## src/design/pis_pkg.sv

```systemverilog
// shared types and widths for the point-in-sector test pipeline
// no dependencies
package pis_pkg;

    localparam int CoordW   = 16;
    localparam int RadiusW  = 15;
    localparam int DiffW    = CoordW + 1;
    localparam int ProdW    = 2 * DiffW;
    localparam int CrossW   = ProdW + 1;
    localparam int SqW      = ProdW - 1;
    localparam int Dist2W   = SqW + 1;
    localparam int SqrtBits = (Dist2W + 1) / 2;
    localparam int TrialW   = Dist2W + 2;

    typedef struct packed {
        logic signed [CoordW-1:0] apex_x;
        logic signed [CoordW-1:0] apex_z;
        logic signed [CoordW-1:0] left_x;
        logic signed [CoordW-1:0] left_z;
        logic signed [CoordW-1:0] right_x;
        logic signed [CoordW-1:0] right_z;
        logic signed [CoordW-1:0] target_x;
        logic signed [CoordW-1:0] target_z;
        logic [RadiusW-1:0]       target_radius;
    } query_t;

    // item state that rides alongside the square root
    typedef struct packed {
        logic                inside_left_edge;
        logic                inside_right_edge;
        logic [Dist2W-1:0]   dist2;
        logic [RadiusW-1:0]  target_radius;
    } side_t;

    typedef struct packed {
        logic [Dist2W-1:0] sect2;
        side_t             side;
    } front_t;

    typedef struct packed {
        logic [SqrtBits-1:0] sect_r;
        side_t               side;
    } root_t;

    typedef struct packed {
        logic inside_left_edge;
        logic inside_right_edge;
        logic within_range;
        logic hit;
    } result_t;

endpackage

```

## src/design/pis_sqrt.sv

```systemverilog
// pipelined integer square root, one result bit per stage, side data carried along
// depends on pis_pkg
module pis_sqrt import pis_pkg::*; (
    input  logic   aclk,
    input  logic   aresetn,
    input  logic   in_valid,
    output logic   in_ready,
    input  front_t in_data,
    output logic   out_valid,
    input  logic   out_ready,
    output root_t  out_data
);

    logic                vld_reg  [0:SqrtBits-1];
    logic [Dist2W-1:0]   rem_reg  [0:SqrtBits-1];
    logic [SqrtBits-1:0] q_reg    [0:SqrtBits-1];
    side_t               side_reg [0:SqrtBits-1];
    wire  [SqrtBits:0]   rdy;

    assign rdy[SqrtBits] = out_ready;
    assign in_ready      = rdy[0];

    for (genvar k = 0; k < SqrtBits; k++) begin : g_stage
        localparam int I = SqrtBits - 1 - k;

        logic                vld_in;
        logic [Dist2W-1:0]   rem_in;
        logic [SqrtBits-1:0] q_in;
        side_t               side_in;
        logic [TrialW-1:0]   trial;
        logic                take;
        logic [Dist2W-1:0]   rem_next;
        logic [SqrtBits-1:0] q_next;

        if (k == 0) begin : g_first
            assign vld_in  = in_valid;
            assign rem_in  = in_data.sect2;
            assign q_in    = '0;
            assign side_in = in_data.side;
        end else begin : g_rest
            assign vld_in  = vld_reg[k-1];
            assign rem_in  = rem_reg[k-1];
            assign q_in    = q_reg[k-1];
            assign side_in = side_reg[k-1];
        end

        // (q + 2^i)^2 - q^2 = q * 2^(i+1) + 2^(2i)
        assign trial    = ({{(TrialW-SqrtBits){1'b0}}, q_in} << (I + 1))
                        + ({{(TrialW-1){1'b0}}, 1'b1} << (2 * I));
        assign take     = {2'b00, rem_in} >= trial;
        assign rem_next = take ? Dist2W'({2'b00, rem_in} - trial) : rem_in;
        assign q_next   = take ? (q_in | (SqrtBits'(1) << I)) : q_in;
        assign rdy[k]   = !vld_reg[k] || rdy[k+1];

        always_ff @(posedge aclk) begin
            if (!aresetn) begin
                vld_reg[k] <= 1'b0;
            end else if (rdy[k]) begin
                vld_reg[k] <= vld_in;
            end
        end

        always_ff @(posedge aclk) begin
            if (rdy[k] && vld_in) begin
                rem_reg[k]  <= rem_next;
                q_reg[k]    <= q_next;
                side_reg[k] <= side_in;
            end
        end
    end

    assign out_valid       = vld_reg[SqrtBits-1];
    assign out_data.sect_r = q_reg[SqrtBits-1];
    assign out_data.side   = side_reg[SqrtBits-1];

endmodule

```

## config.mk

```make
export PLATFORM = sky130hd
export DESIGN_NAME = pis_sqrt
export DESIGN_NICKNAME = d
export VERILOG_FILES = /design/src/design/pis_pkg.sv /design/src/design/pis_sqrt.sv
export SDC_FILE = /design/constraint.sdc
export NUM_CORES = 1
export LEC_CHECK = 0
export BUFFER_PORTS_ARGS = -buffer_cell sky130_fd_sc_hd__buf_2
export CAP_MARGIN = 0
export CORE_MARGIN = 2
export CORE_UTILIZATION = 60
export DETAILED_ROUTE_END_ITERATION = 8
export PLACE_DENSITY = 0.85
export SLEW_MARGIN = 25
export SYNTH_ARGS = -nofsm -noshare
export SYNTH_HDL_FRONTEND = slang
export SYNTH_SLANG_ARGS = --single-unit
```

## constraint.sdc

```tcl
create_clock -name aclk -period 16.2 [get_ports aclk]
set_input_delay 3.24 -clock aclk [delete_from_list [all_inputs] [get_ports aclk]]
set_output_delay 3.24 -clock aclk [all_outputs]
set_load 0.02 [all_outputs]
```

; After elaboration in Yosys (flattened, before gate mapping)
; Memory sizes are Yosys's and may differ from the RTL's.
; Index checks and enable logic that the tools add are counted.
; Widths: inputs -> output; s select.
[word_totals]
reg_bits = 0
mem_count = 4
romBits = 0
word_cells = 259
mem_bits_rw = 1751
output_inout_bits = 70
latchBits = 0
[op_classes]
shift = 0
n_eq_ne = 0
n_reduce_logical = 51
bitwise = 17
add_sub_neg = 33
order_cmp = 17
mux = 137
n_div = 0
mul = 0
[memory_table]
columns = memory, depth, width, rd, rd_ports_with_merged_regs, write_ports, line
row1 = side_reg, 17, 51, 17, 0, 17, pis_sqrt.sv:17  ; side_t side_reg [0:SqrtBits-1];
row2 = rem_reg, 17, 34, 16, 0, 17, pis_sqrt.sv:15  ; logic [Dist2W-1:0] rem_reg [0:SqrtBits-1];
row3 = q_reg, 17, 17, 17, 0, 17, pis_sqrt.sv:16  ; logic [SqrtBits-1:0] q_reg [0:SqrtBits-1];
row4 = vld_reg, 17, 1, 17, 0, 17, pis_sqrt.sv:14  ; logic vld_reg [0:SqrtBits-1];
[op_table]
columns = operator, count
row1 = $mux 34, 17
row2 = $mux 1, 104
row3 = $add 33x31->34 const B, 1
row4 = $ge 34x19->1, 1
row5 = $ge 34x20->1, 1
row6 = $ge 34x21->1, 1
row7 = $ge 34x22->1, 1
row8 = $ge 34x23->1, 1
row9 = $ge 34x24->1, 1
row10 = $ge 34x25->1, 1
row11 = $ge 34x26->1, 1
row12 = $ge 34x27->1, 1
row13 = $ge 34x28->1, 1
row14 = $ge 34x29->1, 1
row15 = $ge 34x30->1, 1
row16 = $ge 34x31->1, 1
row17 = $ge 34x32->1, 1
row18 = $ge 34x33->1, 1
row19 = $ge 34x33->1 const B, 1
row20 = $ge 34x34->1, 1
row21 = $sub 34x19->34, 1
row22 = $sub 34x20->34, 1
row23 = $sub 34x21->34, 1
row24 = $sub 34x22->34, 1
row25 = 48 further kinds, 112

; Depth between registers and ports, before layout
; An unclocked memory read counts as a cell.
[logic_depth]
depth_word = 23
depth_mapped = 12
mapped_depth_nobuf = 10

; Worst setup path before layout
; Ideal clock, no wire load.
[synth_timing]
path_type = input to register
start = in out_ready
end = mem vld_reg[8] (data pin)
cell_stages = 6
n_path_buf = 0
setup_slack_ns = 4.537
setup_ns = 0.183
arrival_time_ns = 11.479
path_cell_list = and4b_1 > and2_1 > and3_1 > and2_0 > a21boi_0 > and2_1
[synth_lines]
columns = item, line
row1 = start: declaration, pis_sqrt.sv:10  ; input logic out_ready,
row2 = end: declaration, pis_sqrt.sv:14

; Final worst setup path
[layout_timing]
start = in out_ready
end = out in_ready
[layout_via]
elab_chain_len = 17
[layout_lines]
columns = item, line
row1 = $logic_or 1x1->1 (17 in series), pis_sqrt.sv:53  ; assign rdy[k] = !vld_reg[k] || rdy[k+1];
row2 = end: declaration, pis_sqrt.sv:7  ; output logic in_ready,
; No other way between the ends.

==> results.ini <==
[timing]
hold_viol=0
final.setup.tns_ns=0
slew_viol_final=0
fin_crit_sh_pct=55.7
tightest_slew_ns=1.04
layout_min_cycle_time_ns=9.03
fin_skew_ns=0.0529
rsz0062_at_grt=no
finalSetupViolCount=0
fmax_mhz=111
maxSlewHeadroom_pct=30.6

[power_and_ir_drop]
power.density_nw_per_um2=118
vdd.ir_drop.worst_uv=125
leakagePower_nw=23.2

[die]
ioPinCount=159
die-area_um2=102000
fp.dieH_um=320
core_um2=98700
fp.dieW_um=320
num_rows=115
initial_core_util_pct=60.7

[setup_path]
worstPathArrival_ns=5.79
slowest_stage=nor3_1
worstSetupPathType=input port to primary output
worstSetupEndpointType=primary output
path_delay_family=simple AND/OR/NAND/NOR gates
cp.required_ns=12.96
worstPathMaxFanout=6
worst-path-buf-inv=2
crit_chain=buf_2 -> and4b_1 -> nand4_1 -> nor3_1 -> and3_1 -> and3_1 -> nand2_1 -> buf_2
cp-start-kind=input port
slowest_delay_ns=0.72

[global_route]
antenna_found_initial=2
grt_pass1_wl_mm=190
globalRouteTotalUtil_pct=24.6
grt_pass1_vias=32403
grt_max_degree=93
grt.overflow.total=0

[clocking]
cts_tree=done
cts.sinks=1581
clk_path_buf_depth=3
worstSkewPairLatency_ns=0.76
cts_buffers=149
root_buffer=clkbuf_16
cts_setup_buffers=0
path_clk_slew_ns=0.10
cts-resized-gates=0
cts_htree_levels=4
holdBufCountCts=0

[final_layout]
antennaDiodeCount=0
postLayoutCoreUtil_pct=68.0
largest_reg_flops=867
drive_gt1_share_pct=12.4
areaGrowthSynthToFinish_pct=12.1
nNetsFinal=4011

[yosys]
ys_warn_count=0
synth_cells=3457
syn-cell-area_um2=59900
syn_avg_cell_area_um2=17.3
synth_fp_nets=3712
synth-edff-count=1580
ys_seq_area_share_pct=79.2
async_flop_share_pct=0
synth_cell_types=85
synth-seq-cells=1581
ys.flop_type=edfxtp_1

[job]
cap_violations=0

[drt]
num_vias=31231
viasPerCell=6.06
avgRoutedWirePerCell_um=24.0
dr.pass1.iters=6
ant_nets=0
routed_wl_mm=124
drt_iter0_drc=3183
drc_errors=0

[place]
port_buffers=158
dpl.hpwl_mm=71.0
gp_congestion=0.929

[status]
status=completed

[hold_path]
hp-class=flip-flop to flip-flop

==> power by group <==
group	internal [mW]	switching, mW	total [mW]
clock network	1.86	1.53	3.39
registers	4.48	0.0152	4.49
logic	0.0203	0.0413	0.0615
==> worst reg2reg max path: cells and delay by family, from the launching register on <==
family	cells	cell delay, ns
compound gates	4	1.61
fa+ha+maj	1	0.38
flops	1	0.39
buf+inv	1	0.37
simple gates	3	1.07
==> cell families after synthesis <==
family,synth area share [%]
compound gates,4.42
xor+xnor,3.14
fa+ha+maj,3.47
buf+inv,1.64
flops,79.2
mux,1.04
simple gates,7.05
==> cell usage after synthesis (all sizes together), types with 45 or more instances <==
cell,number,area share (%)
a21oi,120,1.0
edfxtp,1580,79
ha,166,3.5
inv,212,1.3
mux2,45,0.88
nand2,152,0.95
nand3,63,0.53
nor2,142,0.90
nor3,70,0.59
nor4,80,0.87
o21ai,113,0.94
xnor2,138,2.0
xor2,77,1.1
==> metal layers <==
layer  GRT usage, %  up-vias  wire, µm
li1               -    13861         -
met1           26.6    15105     41800
met2           45.2     1716     66500
met3           4.55      547      7680
met4           14.1        2      7840
met5          0.142        -        12
==> final timing paths <==
check,startpoint,endpoint,slack [ns],cells past startpoint
max reg2reg,rem_reg[0][448],rem_reg[0][495],12.14,9
max,out_ready,in_ready,7.17,8
min reg2reg,side_reg[0][172],side_reg[1][19],0.39,0
min,side_reg[0][172],side_reg[1][19],0.39,0
==> metrics by stage <==
stage	hold slack (ns)	setup slack (ns)	power, mW	std cells	area [µm²]
after detailed placement	0.405	7.21	4.64	4890	62400
after global placement	0.401	7.25	4.63	4890	62400
after global routing	0.406	6.88	8.14	5155	67100
after CTS	0.393	7.15	8.00	5153	67000
final	0.387	7.17	7.95	5155	67100
after floorplan	0.400	4.54	4.61	3457	59900
==> layout by cell type (no fill, tap or decap), types with 27 or more instances in the layout <==
cell type and n:
xnor2_1 138, a21oi_1 120, nor4_1 78, nand4_1 39, clkinv_1 38, buf_2 158
edfxtp_1 1580, o21ai_0 109, xor2_1 77, a21o_1 31, nand2_1 152, o21a_1 38
nand3_1 62, ha_1 166, clkbuf_16 152, nand2b_1 27, mux2_2 39, nor2_1 141
clkbuf_1 28, nor3_1 69, inv_1 211
==> final cells by class <==
cell class              instances  area [µm²]
fillers                      5829       31600
repair buffers                181        1010
flip-flops and latches       1581       47500
clock buffers                 180        3910
inverters                     212         798
multi-input cells            1631       11600
well taps                    1287        1610
clock inverters                83         759
No activity file was read; power rests on OpenSTA's default activity.
