File: config.mk
export PLATFORM = sky130hd
export DESIGN_NAME = pis_range
export DESIGN_NICKNAME = d
export VERILOG_FILES = /design/src/design/pis_pkg.sv /design/src/design/pis_range.sv
export SDC_FILE = /design/constraint.sdc
export NUM_CORES = 1
export LEC_CHECK = 0
export ABC_CLOCK_PERIOD_IN_PS = 7350
export BUFFER_PORTS_ARGS = -buffer_cell sky130_fd_sc_hd__buf_2
export CORE_UTILIZATION = 45
export CTS_CLUSTER_DIAMETER = 40
export CTS_CLUSTER_SIZE = 24
export DETAILED_ROUTE_END_ITERATION = 7
export GPL_ROUTABILITY_DRIVEN = 0
export PLACE_DENSITY_LB_ADDON = 0.1
export SLEW_MARGIN = 20
export SYNTH_ARGS = -nofsm -noshare
export SYNTH_HDL_FRONTEND = slang
export SYNTH_SLANG_ARGS = --single-unit
File: constraint.sdc
create_clock -name aclk -period 7.35 [get_ports aclk]
set_input_delay 1.47 -clock aclk [delete_from_list [all_inputs] [get_ports aclk]]
set_output_delay 1.47 -clock aclk [all_outputs]
set_load 0.1 [all_outputs]
File: src/design/pis_pkg.sv
// shared types and widths for the point-in-sector test pipeline
// no dependencies
package pis_pkg;

    localparam int CoordW   = 16;
    localparam int RadiusW  = 15;
    localparam int DiffW    = CoordW + 1;
    localparam int ProdW    = 2 * DiffW;
    localparam int CrossW   = ProdW + 1;
    localparam int SqW      = ProdW - 1;
    localparam int Dist2W   = SqW + 1;
    localparam int SqrtBits = (Dist2W + 1) / 2;
    localparam int TrialW   = Dist2W + 2;

    typedef struct packed {
        logic signed [CoordW-1:0] apex_x;
        logic signed [CoordW-1:0] apex_z;
        logic signed [CoordW-1:0] left_x;
        logic signed [CoordW-1:0] left_z;
        logic signed [CoordW-1:0] right_x;
        logic signed [CoordW-1:0] right_z;
        logic signed [CoordW-1:0] target_x;
        logic signed [CoordW-1:0] target_z;
        logic [RadiusW-1:0]       target_radius;
    } query_t;

    // item state that rides alongside the square root
    typedef struct packed {
        logic                inside_left_edge;
        logic                inside_right_edge;
        logic [Dist2W-1:0]   dist2;
        logic [RadiusW-1:0]  target_radius;
    } side_t;

    typedef struct packed {
        logic [Dist2W-1:0] sect2;
        side_t             side;
    } front_t;

    typedef struct packed {
        logic [SqrtBits-1:0] sect_r;
        side_t               side;
    } root_t;

    typedef struct packed {
        logic inside_left_edge;
        logic inside_right_edge;
        logic within_range;
        logic hit;
    } result_t;

endpackage

File: src/design/pis_range.sv
// range test back end: reach sum, reach square, compare and result register (3 stages)
// depends on pis_pkg
module pis_range import pis_pkg::*; (
    input  logic    aclk,
    input  logic    aresetn,
    input  logic    in_valid,
    output logic    in_ready,
    input  root_t   in_data,
    output logic    out_valid,
    input  logic    out_ready,
    output result_t out_data
);

    typedef struct packed {
        logic [SqrtBits-1:0] reach;
        logic                inside_left_edge;
        logic                inside_right_edge;
        logic [Dist2W-1:0]   dist2;
    } reach_t;

    typedef struct packed {
        logic [Dist2W-1:0] reach2;
        logic              inside_left_edge;
        logic              inside_right_edge;
        logic [Dist2W-1:0] dist2;
    } square_t;

    logic    v1_reg, v2_reg, v3_reg;
    logic    rdy1, rdy2, rdy3;
    reach_t  a_reg, a_next;
    square_t b_reg, b_next;
    result_t r_reg, r_next;

    assign rdy3     = !v3_reg || out_ready;
    assign rdy2     = !v2_reg || rdy3;
    assign rdy1     = !v1_reg || rdy2;
    assign in_ready = rdy1;

    always_comb begin
        a_next.reach = in_data.sect_r
                     + {{(SqrtBits-RadiusW){1'b0}}, in_data.side.target_radius};
        a_next.inside_left_edge  = in_data.side.inside_left_edge;
        a_next.inside_right_edge = in_data.side.inside_right_edge;
        a_next.dist2             = in_data.side.dist2;

        b_next.reach2            = a_reg.reach * a_reg.reach;
        b_next.inside_left_edge  = a_reg.inside_left_edge;
        b_next.inside_right_edge = a_reg.inside_right_edge;
        b_next.dist2             = a_reg.dist2;

        // boundary counts as within range
        r_next.inside_left_edge  = b_reg.inside_left_edge;
        r_next.inside_right_edge = b_reg.inside_right_edge;
        r_next.within_range      = b_reg.dist2 <= b_reg.reach2;
        r_next.hit               = b_reg.inside_left_edge && b_reg.inside_right_edge
                                   && (b_reg.dist2 <= b_reg.reach2);
    end

    always_ff @(posedge aclk) begin
        if (!aresetn) begin
            v1_reg <= 1'b0;
            v2_reg <= 1'b0;
            v3_reg <= 1'b0;
        end else begin
            if (rdy1) v1_reg <= in_valid;
            if (rdy2) v2_reg <= v1_reg;
            if (rdy3) v3_reg <= v2_reg;
        end
    end

    always_ff @(posedge aclk) begin
        if (rdy1 && in_valid) a_reg <= a_next;
        if (rdy2 && v1_reg)   b_reg <= b_next;
        if (rdy3 && v2_reg)   r_reg <= r_next;
    end

    assign out_valid = v3_reg;
    assign out_data  = r_reg;

endmodule

# After elaboration in Yosys (flattened, before gate mapping)

Cells that the tools add are included.

Bits in registers: 130
Logic and storage cells: 29

Multipliers: 1
Reduce and logical (&&, ||, !) cells: 11
Magnitude comparators: 1
Add/sub/neg operators: 1

Operators by type and width:

| cell                | number |
|---|---|
| $le A34 B34 Y1      | 1 |
| $mul A17 B17 Y34    | 1 |
| $add A17 B15 Y17    | 1 |
| $logic_and A1 B1 Y1 | 5 |
| $logic_not A1 Y1    | 3 |
| $logic_or A1 B1 Y1  | 3 |

# Longest topological paths before layout

Depth in word-level cells: 5
Mapped depth: 22

# Worst setup path before layout

No wires, ideal clock.

Path type: in2reg
From: in out_ready
To: reg b_reg[0] in the netlist's numbering, enable pin
Library setup time: 0.602 ns
Slack: 0.161 ns
Data arrival time: 6.587 ns
Stages on the path: 2
Data required time: 6.748 ns
Cell sequence: nor2b_1 a21boi_0

Word-level cells in the longest chain between the ends: 3

RTL lines:

| element                | line            | text |
|---|---|---|
| start: declaration     | pis_range.sv:10 | `input logic out_ready,` |
| $logic_or A1 B1 Y1     | pis_range.sv:34 | `assign rdy3 = !v3_reg \|\| out_ready;` |
| $logic_or A1 B1 Y1     | pis_range.sv:35 | `assign rdy2 = !v2_reg \|\| rdy3;` |
| $logic_and A1 B1 Y1    | pis_range.sv:73 | `if (rdy2 && v1_reg) b_reg <= b_next;` |
| end signal: assignment | pis_range.sv:73 |  |
| end: declaration       | pis_range.sv:31 | `square_t b_reg, b_next;` |

No other way between the ends.
A chain may end at the register's enable or synchronous reset.

==> run_summary.xml <==
<?xml version="1.0" encoding="UTF-8"?>
<metrics>
  <group name="grt">
    <metric name="grt_max_degree" unit="">70</metric>
    <metric name="aggregate_global_route_resource_usage" unit="%">18.6</metric>
    <metric name="grt.overflow.total" unit="">0</metric>
    <metric name="grt_pass1_vias" unit="">9321</metric>
    <metric name="antenna_found_initial" unit="">0</metric>
    <metric name="grt_pass1_wl" unit="mm">45.1</metric>
    <metric name="globalRouteMet1Util" unit="%">23.6</metric>
    <metric name="gr-max-usage-layer" unit="">met2</metric>
    <metric name="met2_use_gr" unit="%">32.7</metric>
    <metric name="grt.met3_usage" unit="%">2.87</metric>
  </group>
  <group name="sta">
    <metric name="maxClockFrequency" unit="MHz">157</metric>
    <metric name="tightestPinTransition" unit="ns">1.06</metric>
    <metric name="relSlewSlack" unit="%">27.6</metric>
    <metric name="layout_min_cycle_time" unit="ns">6.38</metric>
    <metric name="timing_hold_violations_final" unit="">0</metric>
    <metric name="timing.clock.skew" unit="ns">0.0180</metric>
    <metric name="period_share" unit="%">86.9</metric>
    <metric name="setup_viol_count_final" unit="">0</metric>
    <metric name="setup_tns" unit="ns">0</metric>
    <metric name="grt_setup_unrepaired" unit="">no</metric>
    <metric name="slew_violations" unit="">0</metric>
  </group>
  <group name="layout">
    <metric name="largest_reg_flops" unit="">69</metric>
    <metric name="finalNetCount" unit="">1791</metric>
    <metric name="syn_to_final_growth" unit="%">10.2</metric>
    <metric name="post_route_cells_drive_above_1_share" unit="%">9.41</metric>
    <metric name="fillerInstances" unit="">2777</metric>
    <metric name="post-route-util" unit="%">50.9</metric>
    <metric name="antenna_cells" unit="">0</metric>
  </group>
  <group name="detailed_routing">
    <metric name="routed-via-count" unit="">8816</metric>
    <metric name="via_per_inst" unit="">4.98</metric>
    <metric name="detail_route.wirelength" unit="mm">26.9</metric>
    <metric name="dr.first_iter.drc_count" unit="">438</metric>
    <metric name="drcViolationCount" unit="">0</metric>
    <metric name="postRouteAntennaNets" unit="">0</metric>
    <metric name="first_pass_iters" unit="">5</metric>
    <metric name="drt-wirelength-per-cell" unit="um">15.2</metric>
  </group>
  <group name="clock_tree">
    <metric name="cts_made_buffers" unit="">17</metric>
    <metric name="clock_sinks" unit="">129</metric>
    <metric name="worstSkewPairLatency" unit="ns">0.44</metric>
    <metric name="htree_num_levels" unit="">4</metric>
    <metric name="cts-hold-fix-buffers" unit="">0</metric>
    <metric name="cts_setup_buffers" unit="">0</metric>
    <metric name="cts-resized-gates" unit="">0</metric>
    <metric name="cts-root-to-sink-buffers" unit="">2</metric>
    <metric name="tritoncts" unit="">yes</metric>
    <metric name="cts_root_buffer" unit="">clkbuf_16</metric>
    <metric name="clock_pin_slew_of_the_registers_on_the_worst_case_setup_and_hold_paths" unit="ns">0.06</metric>
  </group>
  <group name="floorplanning">
    <metric name="die_height" unit="um">177</metric>
    <metric name="floorplan.initialDensity" unit="%">46.2</metric>
    <metric name="die_x" unit="um">177</metric>
    <metric name="die_area" unit="sq mm">0.0315</metric>
    <metric name="boundaryPins" unit="">78</metric>
    <metric name="cell_row_count" unit="">63</metric>
    <metric name="placeableCoreArea" unit="sq mm">0.0300</metric>
  </group>
  <group name="synth">
    <metric name="synth_async_sr_flop_share" unit="%">0</metric>
    <metric name="syn-num-nets" unit="">1721</metric>
    <metric name="post_synth_cell_types" unit="">64</metric>
    <metric name="synth-xor-area-share" unit="%">3.35</metric>
    <metric name="synth.cell_area" unit="sq mm">0.0138</metric>
    <metric name="post_synth_mux_area_share" unit="%">0.163</metric>
    <metric name="synthFlopType" unit="">edfxtp_1</metric>
    <metric name="number_of_enable_flip_flop_cells_after_synthesis" unit="">126</metric>
    <metric name="combinational_family_with_the_most_area_after_synthesis" unit="">adder cells</metric>
    <metric name="synth.ff_latch_count" unit="">129</metric>
    <metric name="synth-seq-area-share" unit="%">27.8</metric>
    <metric name="synth-simple-area-share" unit="%">9.27</metric>
    <metric name="post_synth.cell_area_avg" unit="sq um">10.7</metric>
    <metric name="yosysWarningCount" unit="">0</metric>
    <metric name="adder_cell_share_of_the_synthesized_area" unit="%">42.0</metric>
    <metric name="compound_gate_fraction_of_synth_area" unit="%">7.97</metric>
    <metric name="synthCells" unit="">1299</metric>
  </group>
  <group name="run">
    <metric name="maxCapViolations" unit="">0</metric>
  </group>
  <group name="setup_path">
    <metric name="rrSetupSlack" unit="ns">0.97</metric>
    <metric name="crit_type" unit="">register to register</metric>
    <metric name="worst-r2r-cell-count" unit="">20</metric>
    <metric name="setup.worst_path.start_class" unit="">register</metric>
    <metric name="cp_max_fo" unit="">14</metric>
    <metric name="crit-reg2reg-launch" unit="">a_reg[47]</metric>
    <metric name="rr_endpoint" unit="">b_reg[68]</metric>
    <metric name="cp_data_required_time" unit="ns">7.58</metric>
    <metric name="cp.arrival" unit="ns">6.62</metric>
    <metric name="startpoint" unit="">a_reg[47]</metric>
    <metric name="setup.worst_path.end_class" unit="">register</metric>
  </group>
  <group name="min_path">
    <metric name="hold_end" unit="">b_reg[30]</metric>
    <metric name="worst_hold_path_type" unit="">register to register</metric>
    <metric name="worst_hold_path.num_cells" unit="">0</metric>
    <metric name="hold_path.startpoint" unit="">a_reg[30]</metric>
  </group>
  <group name="status">
    <metric name="run_status" unit="">finished, final reports clean</metric>
  </group>
  <group name="place">
    <metric name="port_buffers" unit="">77</metric>
    <metric name="hpwlAfterDp" unit="mm">21.4</metric>
  </group>
</metrics>
cells in the mapped netlist (10+ instances only):
master | n | share of area, %
ha_1 | 159 | 14
a21o_1 | 28 | 1.5
edfxtp_1 | 126 | 27
nand3_1 | 13 | 0.47
and2_1 | 56 | 2.5
nor2_1 | 25 | 0.68
a21oi_1 | 52 | 1.9
nor2b_1 | 16 | 0.72
xor2_1 | 18 | 1.1
inv_1 | 318 | 8.6
nand4_1 | 10 | 0.45
fa_1 | 191 | 28
xnor2_1 | 35 | 2.2
clkbuf_1 | 24 | 0.65
o21ai_0 | 16 | 0.58
nand2_1 | 104 | 2.8
stage by stage:
step                      instance area [sq um]  setup WS, ns  hold slack (ns)  cells
final                                     15300         0.966            0.415   1772
after CTS                                 15300         0.934            0.416   1772
after global placement                    14600          1.02            0.404   1740
after global routing                      15300         0.588            0.427   1772
after floorplan                           13800         0.161            0.400   1299
after detailed placement                  14600         0.969            0.405   1740
worst max path at each step:
| stage | endpoint | depth (start not counted) | slack [ns] |
|---|---|---|---|
| global placement | b_reg[68] | 20 | 1.02 |
| floorplan | b_reg[0] | 2 | 0.16 |
| detailed placement | b_reg[68] | 20 | 0.97 |
| global route | b_reg[68] | 20 | 0.59 |
| CTS | b_reg[68] | 20 | 0.93 |
| finish | b_reg[68] | 20 | 0.97 |
logic make-up (layout without fill, tap and decap cells):
family,Yosys count,count (layout)
xor+xnor,53,53
buf+inv,346,429
simple gates,257,257
compound gates,162,162
fa+ha+maj,350,350
flops,129,129
mux,2,2
per-layer routing:
layer  up-vias  share of wire (%)
met5         -                  0
met4         0                1.2
met3        20                2.3
met2       113                 52
met1      4400                 45
li1       4283                  -
layout by cell type, fill, tap and decap left out, types with 3 or more instances in the layout:
master,n
inv_1,318
fa_1,191
ha_1,159
edfxtp_1,126
nand2_1,104
buf_2,77
and2_1,56
a21oi_1,52
xnor2_1,35
a21o_1,28
nor2_1,25
xor2_1,18
clkbuf_16,17
nor2b_1,16
o21ai_0,16
nand3_1,13
nand4_1,10
o211ai_1,8
nand2b_1,7
o21a_1,7
and3_1,7
a211oi_1,7
o21ai_1,7
o21bai_1,5
or2_2,5
inv_6,5
o211a_1,3
nor3_1,3
bufinv_16,3
inv_8,3
dfxtp_1,3
area by class of cell:
| type | count | area, sq um | area share, % |
|---|---|---|---|
| clock buffers | 18 | 429 | 2.81 |
| well taps | 390 | 488 | 3.20 |
| repair buffers | 79 | 400 | 2.62 |
| inverters | 318 | 1190 | 7.82 |
| multi-input cells | 824 | 8710 | 57.1 |
| flip-flops and latches | 129 | 3840 | 25.2 |
| clock inverters | 14 | 191 | 1.25 |
worst max-delay path, cell delays in order, from the launching register on:
cell and delay (ns):
edfxtp_1 0.77, inv_1 0.33, nor2_1 0.25, fa_1 0.44, inv_1 0.09, fa_1 0.41
fa_1 0.51, inv_1 0.06, fa_1 0.47, fa_1 0.52, inv_1 0.05, fa_1 0.47
inv_1 0.04, ha_1 0.42, inv_1 0.11, o21bai_1 0.24, o41ai_4 0.13, a21oi_2 0.28
a21o_1 0.24, nor4_1 0.07, nor4_1 0.29
Power is not shown: default switching activity piles up to over one toggle a cycle in this logic, so the estimate is an artifact.
